`config.mk`:
```
export PLATFORM = sky130hd
export DESIGN_NAME = ffha_ctrl
export DESIGN_NICKNAME = d
export VERILOG_FILES = /design/src/rtl/core/ffha_pkg.sv /design/src/rtl/core/ffha_ctrl.sv
export SDC_FILE = /design/constraint.sdc
export NUM_CORES = 1
export LEC_CHECK = 0
export BUFFER_PORTS_ARGS = -buffer_cell sky130_fd_sc_hd__buf_2
export CORE_AREA = 3 3 40 42
export DETAILED_ROUTE_END_ITERATION = 6
export DIE_AREA = 0 0 43 45
export SETUP_SLACK_MARGIN = 0.3
export SLEW_MARGIN = 10
export SYNTH_ARGS = -nofsm -noshare
export SYNTH_HDL_FRONTEND = slang
export SYNTH_SLANG_ARGS = --single-unit
```
`constraint.sdc`:
```
create_clock -name clk -period 1.3 [get_ports clk]
set_input_delay 0.26 -clock clk [delete_from_list [all_inputs] [get_ports clk]]
set_output_delay 0.26 -clock clk [all_outputs]
set_load 0.01 [all_outputs]
```
`src/rtl/core/ffha_pkg.sv`:
```
// Shared constants, header layout and control types of the first-fit heap allocator.
package ffha_pkg;

	localparam int unsigned HEAP_BYTES   = 65536;
	localparam int unsigned HEADER_BYTES = 24;
	localparam int unsigned GRAN         = 8;
	localparam int unsigned GRAN_SH      = $clog2(GRAN);

	// The heap is tracked in units of GRAN bytes; every block starts on such a unit.
	localparam int unsigned HEAP_UNITS = HEAP_BYTES / GRAN;
	localparam int unsigned HDR_UNITS  = HEADER_BYTES / GRAN;
	localparam int unsigned ADDR_W     = $clog2(HEAP_UNITS);
	localparam int unsigned LEN_W      = ADDR_W;
	localparam int unsigned MAX_BLOCKS = HEAP_BYTES / (HEADER_BYTES + GRAN) + 2;

	localparam int unsigned SIZE_W = 17;
	localparam int unsigned OFF_W  = 16;
	localparam int unsigned SUM_W  = 32;
	localparam int unsigned CNT_W  = 12;
	localparam int unsigned NEED_W = SIZE_W + 1 - GRAN_SH;
	localparam int unsigned CMP_W  = NEED_W + 1;

	localparam int unsigned IN_BITS  = SIZE_W + OFF_W;
	localparam int unsigned IN_W     = ((IN_BITS + 7) / 8) * 8;
	localparam int unsigned OUT_BITS = 1 + OFF_W + 2 * SUM_W + CNT_W;
	localparam int unsigned OUT_W    = ((OUT_BITS + 7) / 8) * 8;

	typedef enum logic {
		REQ_ALLOC = 1'b0,
		REQ_FREE  = 1'b1
	} req_kind_t;

	typedef struct packed {
		logic             avail;
		logic [LEN_W-1:0] len8;
	} hdr_t;

	localparam int unsigned HDR_W = $bits(hdr_t);

	typedef enum logic [2:0] {
		S_INIT,
		S_IDLE,
		S_CHK,
		S_RD,
		S_ALLOC_EV,
		S_SPLIT,
		S_FREE_EV,
		S_DONE
	} state_t;

	typedef struct packed {
		logic init_wr;
		logic load_req;
		logic rd;
		logic alloc_eval;
		logic free_eval;
		logic adv;
		logic split_wr;
		logic out_load;
	} ctl_cmd_t;

	typedef struct packed {
		logic is_free;
		logic skip;
		logic fit;
		logic split;
		logic last;
		logic out_busy;
	} dp_stat_t;

endpackage

```
`src/rtl/core/ffha_ctrl.sv`:
```
// Controller state machine that sequences header walks, splits and result beats.
module ffha_ctrl (
	input  logic              clk,
	input  logic              arst_n,
	input  logic              in_valid,
	output logic              in_ready,
	input  ffha_pkg::dp_stat_t stat,
	output ffha_pkg::ctl_cmd_t cmd
);

	ffha_pkg::state_t state_q, state_d;

	always_ff @(posedge clk or negedge arst_n) begin
		if (!arst_n) begin
			state_q <= ffha_pkg::S_INIT;
		end else begin
			state_q <= state_d;
		end
	end

	always_comb begin
		state_d  = state_q;
		cmd      = '0;
		in_ready = 1'b0;
		unique case (state_q)
			ffha_pkg::S_INIT: begin
				cmd.init_wr = 1'b1;
				state_d     = ffha_pkg::S_IDLE;
			end
			ffha_pkg::S_IDLE: begin
				in_ready = 1'b1;
				if (in_valid) begin
					cmd.load_req = 1'b1;
					state_d      = ffha_pkg::S_CHK;
				end
			end
			ffha_pkg::S_CHK: begin
				if (stat.skip) begin
					state_d = ffha_pkg::S_DONE;
				end else begin
					state_d = ffha_pkg::S_RD;
				end
			end
			ffha_pkg::S_RD: begin
				cmd.rd = 1'b1;
				if (stat.is_free) begin
					state_d = ffha_pkg::S_FREE_EV;
				end else begin
					state_d = ffha_pkg::S_ALLOC_EV;
				end
			end
			ffha_pkg::S_ALLOC_EV: begin
				cmd.alloc_eval = 1'b1;
				priority if (stat.fit && stat.split) begin
					state_d = ffha_pkg::S_SPLIT;
				end else if (stat.fit || stat.last) begin
					state_d = ffha_pkg::S_DONE;
				end else begin
					cmd.adv = 1'b1;
					state_d = ffha_pkg::S_RD;
				end
			end
			ffha_pkg::S_SPLIT: begin
				cmd.split_wr = 1'b1;
				state_d      = ffha_pkg::S_DONE;
			end
			ffha_pkg::S_FREE_EV: begin
				cmd.free_eval = 1'b1;
				if (stat.last) begin
					state_d = ffha_pkg::S_DONE;
				end else begin
					cmd.adv = 1'b1;
					state_d = ffha_pkg::S_RD;
				end
			end
			ffha_pkg::S_DONE: begin
				if (!stat.out_busy) begin
					cmd.out_load = 1'b1;
					state_d      = ffha_pkg::S_IDLE;
				end
			end
			default: begin
				state_d = ffha_pkg::S_IDLE;
			end
		endcase
	end

endmodule

```
==> metrics, run 1 <==
number of levels the H-tree was split into 1; Routed WL 758 um; CTS tree yes; count of pins on the block boundary 18; pin count of the biggest net entering global routing 9; num rows 13; Total Nets Final 68; highest cell delay on the worst timing path 420 ps; Core Region 0.00128 sq mm; die span in y 45 um; total power of the final layout 1.11 mW; global-route total usage across every layer 7.93%; Hold Vio Cnt, Final 0; worst slew margin relative to its limit 86.6%; cells traversed along the worst timing path nand2b_4 -> a211oi_4 -> buf_2; floorplan die width 43 um; static leakage 0.251 nW; number of failing setup endpoints in the final timing report 8; Worst R2R Setup Slack 150 ps; synthesized-area fraction occupied by and/or/nand/nor cells 36.3%; share of the clock period used by the worst path 108%; total clock sinks 3; clk_lat worst skew 230 ps; post-layout minimum cycle time 1400 ps; total standard cell area after synthesis 241 sq um; kind of capture point of the worst setup path primary output; slowest CP cell dfrtp_2; post-synthesis adder-cell area fraction 0%; Max Cap Violations 0; data arrival time of the worst path 1140 ps; fraction of final layout cells sized beyond drive strength 1 75.9%; run status finished with violations; Avg Vias per Cell 4.23; number of vias after detailed routing 309; length of the first detailed-routing pass in iterations 4; synthesized net count 37; Min-Delay Path Class in2reg; CP Data Required Time 1040 ps; Sum Neg Setup Slack -430 ps; dominant combinational cell family by area after synthesis simple AND/OR/NAND/NOR gates; registers with the most flip-flops state_q: 3 flops; number of distinct standard cells referenced by the synthesized netlist 18; synthesis-to-finish area growth 105%; post-synthesis sequential area ratio 31.1%; Compound-Gate Fraction of Synth Area 23.3%; final routed DRC violation total 0; top post-synthesis cells by area dfrtp_1 (31%), a211oi_2 (10%), nor2_1 (7.8%); global-route wire length before repair 1.06 mm; CTS max path bufs 2; final worst-path setup slack -105 ps; number of global-route vias before repair 271; average wire length per cell after detail routing 10.4 um; Max Slew Vio Count 0; number of buffers inserted during clock tree synthesis 3; detailed placement HPWL 483 um; Max Clock Skew 2.52 ps; effective utilization at floorplan 18.8%; synthesized instance count 28; FILL cells 139; peak ir drop on the vdd network 0.000961 V; total of warnings raised by yosys 0; cell taking the most area after synthesis dfrtp_1; area of combinational cells with multiple inputs 171 sq um; xor and xnor fraction of the mapped netlist area 0%; type of the worst setup path reg2out; total congestion overflow after global routing 0; count of antenna-violating nets left after detailed routing 0; Crit Path Max Fanout 4; register area 78.8 sq um; overall die area 0.00194 sq mm; multiplexer share of the synthesized area 0%; count of antenna diodes in the layout 0; violated checks negative setup slack; Starting DRT DRC Count 3; flip-flop count of the largest register after layout 3; f_max 0.712 GHz; mean area per synthesized cell 8.62 sq um; clock-pin slew on the worst setup and hold paths 40 ps; slew at the pin with the worst max-slew slack 201 ps; fraction of post-synthesis cell area in the top cell type by area 31.1%; number of I/O port buffers 17; final weighted congestion of routability-driven global placement 0.715; setup repair after global routing missed its margin yes; kind of start point of the critical path flip-flop; power per standard cell area 2240 mW/mm^2; Clk Tree Root Cell clkbuf_4; top register by number of flip-flops state_q; initial antenna violation count 0; flip-flop and latch count after synthesis 3
[cells by family after synthesis]
kind of cell,after synthesis
AO/OA/AOI/OAI,7
buffers and inverters,3
flip-flops,3
AND/OR/NAND/NOR,15
[per-stage QoR]
| stage | hold slack (ps) | setup WS [ps] | instance area, sq um | util, % | instances |
|---|---|---|---|---|---|
| CTS | 234 | -115 | 473 | 36.8 | 71 |
| detailed placement | 57.7 | 9.62 | 367 | 28.5 | 60 |
| floorplan | -35.6 | 236 | 267 | - | 28 |
| global route | 259 | -163 | 495 | 38.6 | 73 |
| finish | 238 | -105 | 495 | 38.6 | 73 |
| global placement | 56.8 | 49.4 | 367 | 28.5 | 60 |
[cell usage in the layout (no fill, tap or decap)]
| cell type | instances |
|---|---|
| buf_2 | 14 |
| buf_4 | 8 |
| buf_6 | 5 |
| nor2_1 | 4 |
| clkbuf_4 | 3 |
| dfrtp_2 | 3 |
| o21ai_0 | 2 |
| o21a_1 | 2 |
| inv_2 | 1 |
| nor2b_4 | 1 |
| and2_4 | 1 |
| nand2b_4 | 1 |
| nand2_2 | 1 |
| and3_2 | 1 |
| a211oi_4 | 1 |
| nand2b_1 | 1 |
| nor2_2 | 1 |
| and3_4 | 1 |
| nor3_1 | 1 |
| nor3_2 | 1 |
| nand2_1 | 1 |
| a211oi_2 | 1 |
| a31oi_1 | 1 |
| clkbuf_1 | 1 |
| dlygate4sd3_1 | 1 |
[layout make-up]
class	instances	area share, %
timing repair buffer	28	39.6
sequential	3	15.9
clock buffer	4	5.30
inverter	1	0.758
multi-input combinational	22	34.6
tap	15	3.79
[synthesized netlist by cell type]
cell,n
nor2_1,5
dfrtp_1,3
a211oi_2,2
nand2_1,2
o21a_1,2
o21ai_0,2
a31oi_1,1
and2_1,1
and3_1,1
and3_2,1
buf_4,1
buf_6,1
inv_2,1
nand2b_1,1
nand2b_4,1
nor2b_1,1
nor3_1,1
nor3_2,1
[where the power goes]
part	internal [mW]	switching [mW]	leakage, nW
Clock	0.115	0.0476	0.0150
Sequential	0.147	0.0890	0.0292
Combinational	0.416	0.293	0.207
[path summary, 6_finish.rpt]
check                                start          to  depth (start not counted)
worst max register to register  state_q[0]  state_q[2]                          5
worst min register to register  state_q[1]  state_q[0]                          1
max in group asynchronous           arst_n  state_q[1]                          2
min in group asynchronous           arst_n  state_q[0]                          2
worst max-delay path            state_q[0]      cmd[2]                          3
worst min-delay path              in_valid  state_q[0]                          2
[routing by layer]
| metal | global-route usage [%] | up-vias | wire, um |
|---|---|---|---|
| li1 | - | 155 | - |
| met1 | 9.47 | 134 | 332 |
| met2 | 9.88 | 18 | 335 |
| met3 | 3.19 | 2 | 72 |
| met4 | 9.04 | 0 | 17 |
| met5 | 0 | - | 0 |
[critical path, delay by kind of cell, from the launching register on]
family | cells | cell delay (ps)
buffers and inverters | 1 | 160
DFF | 1 | 420
AOI/OAI and AO/OA | 1 | 160
and+or+nand+nor | 1 | 160
[what timing repair did]
item,4_1_cts,5_1_grt
hold buffers,1,0
setup buffers,6,2
pin swaps,3,3
endpoints found under the setup margin,11,11
gates resized for setup,6,3
hold endpoints to repair,3,0
Note: power is estimated with default switching activity, not from simulation.
==> run 2, diff against run 1 <==
==> constraint.sdc (replaced) <==
create_clock -name clk -period 1.5 [get_ports clk]
set_input_delay 0.3 -clock clk [delete_from_list [all_inputs] [get_ports clk]]
set_output_delay 0.3 -clock clk [all_outputs]
set_load 0.01 [all_outputs]
==> metrics, run 2 (same netlist as run 1, synthesis figures left out) <==
run status complete, no violations; setup repair after global routing missed its margin yes; Buffers & Inverters on Critical Path 3; slowest CP cell dfrtp_2; flip-flop count of the largest register after layout 3; number of I/O port buffers 17; worst slew margin relative to its limit 87.4%; kind of capture point of the worst setup path primary output; length of the first detailed-routing pass in iterations 3; Min-Delay Path Class in2reg; Reg-to-Reg Start state_q[0]; Avg Vias per Cell 4.33; CP most frequent cell buf_4; overall die area 0.00194 sq mm; global-route total usage across every layer 9.93%; Psw 0.386 mW; Clk Tree Root Cell clkbuf_4; total clock sinks 3; share of power burned in registers 20.8%; area of all placed cells without fillers 479 sq um; CP Data Required Time 1200 ps; Int Power 0.565 mW; static leakage 0.244 nW; number of buffers inserted during clock tree synthesis 3; initial antenna violation count 0; clk_lat worst skew 240 ps; registers with the most flip-flops state_q: 3 flops; detailed placement HPWL 515 um; CTS max path bufs 2; count of antenna-violating nets left after detailed routing 0; Max Cap Violations 0; switching share of power 40.6%; synthesis-to-finish area growth 98.4%; peak ir drop on the vdd network 0.000849 V; number of vias after detailed routing 316; cells traversed along the worst timing path buf_4 -> buf_4 -> nand2_2 -> nor2_2 -> buf_2; count of pins on the block boundary 18; clock network power share 15.3%; number of failing setup endpoints in the final timing report 0; instance area at placement 327 sq um; count of antenna diodes in the layout 0; Total Nets Final 68; share of the core filled with cells in the final layout 37.3%; power per standard cell area 1980 mW/mm^2; final weighted congestion of routability-driven global placement 0.753; Routed WL 806 um; leading cell type in the layout, fill and taps excluded buf_2; effective utilization at floorplan 18.8%; number of levels the H-tree was split into 1; f_max 0.686 GHz; post-layout minimum cycle time 1460 ps; floorplan die width 43 um; most used cells in the layout excluding fill and tap cells buf_2 (16), buf_4 (10), nor2_2 (3), clkbuf_4 (3), dfrtp_2 (3); kind of start point of the critical path flip-flop; fraction of final layout cells sized beyond drive strength 1 77.6%; worst hold slack 287 ps; share of the clock period used by the worst path 97.2%; Max Slew Vio Count 0; total congestion overflow after global routing 0; average wire length per cell after detail routing 11.0 um; num rows 13; clock-pin slew on the worst setup and hold paths 40 ps; data arrival time of the worst path 1160 ps; global-route wire length before repair 1.28 mm; number of global-route vias before repair 301; highest cell delay on the worst timing path 420 ps; slew at the pin with the worst max-slew slack 188 ps; type of the worst setup path reg2out; Crit Path Max Fanout 4; CP delay by family, top flip-flops; logic gate share of total power 63.9%; Hold Vio Cnt, Final 0; pin count of the biggest net entering global routing 8; Max Clock Skew 2.38 ps; CTS tree yes; die span in y 45 um; worst hold start in_valid; top register by number of flip-flops state_q; final routed DRC violation total 0; Core Region 0.00128 sq mm; Crit. Startpoint state_q[0]; Starting DRT DRC Count 2
[run 2: cell counts in the layout (fill, tap and decap cells not counted)]
No cell type changed its count.
[run 2: final timing paths]
kind / slack, ps / depth (start not counted) / to
setup / recovery: 40 / 5 / cmd[0]
hold / removal: 290 / 2 / state_q[0]
setup reg to reg: 340 / 5 / state_q[2]
hold reg to reg: 560 / 1 / state_q[0]
max in group asynchronous: 990 / 2 / state_q[2]
min in group asynchronous: 400 / 2 / state_q[0]
[run 2: what timing repair did]
item	in CTS	in global routing
endpoints found under the setup margin	9	10
resized for setup	7	5
hold buffers	1	0
buffers inserted	9	1
pin swaps	3	2
endpoints found under the hold margin	3	0
[run 2: stage by stage]
stage / power [mW] / worst slack [ps] / setup TNS (ps) / std cells
final: 0.951 / 42.7 / 0 / 73
after global routing: 1.02 / -7.12 / -10.8 / 73
after CTS: 0.893 / 4.69 / 0 / 72
after detailed placement: 0.541 / 181 / 0 / 58
after global placement: 0.534 / 204 / 0 / 58
after floorplan: 0.460 / 363 / 0 / 28
[run 2: layer usage]
metal	vias to the layer above	track usage (%)	wire length, um
met5	-	0	0
met4	0	12.7	19
met3	2	3.19	64
met2	13	14.1	389
met1	148	10.4	332
li1	153	-	-
[run 2: cell type report]
cell class	instances	area (sq um)
well taps	15	18.8
multi-input cells	22	175
clock buffers	4	26.3
inverters	1	3.75
fillers	154	806
repair buffers	28	176
flip-flops and latches	3	78.8
[run 2: power groups by stage]
stage	registers (mW)	clock network (mW)	logic [mW]
after floorplan	0.146	0	0.313
after global placement	0.213	0	0.321
after detailed placement	0.218	0	0.324
after CTS	0.189	0.151	0.553
after global routing	0.206	0.163	0.655
final	0.197	0.146	0.608
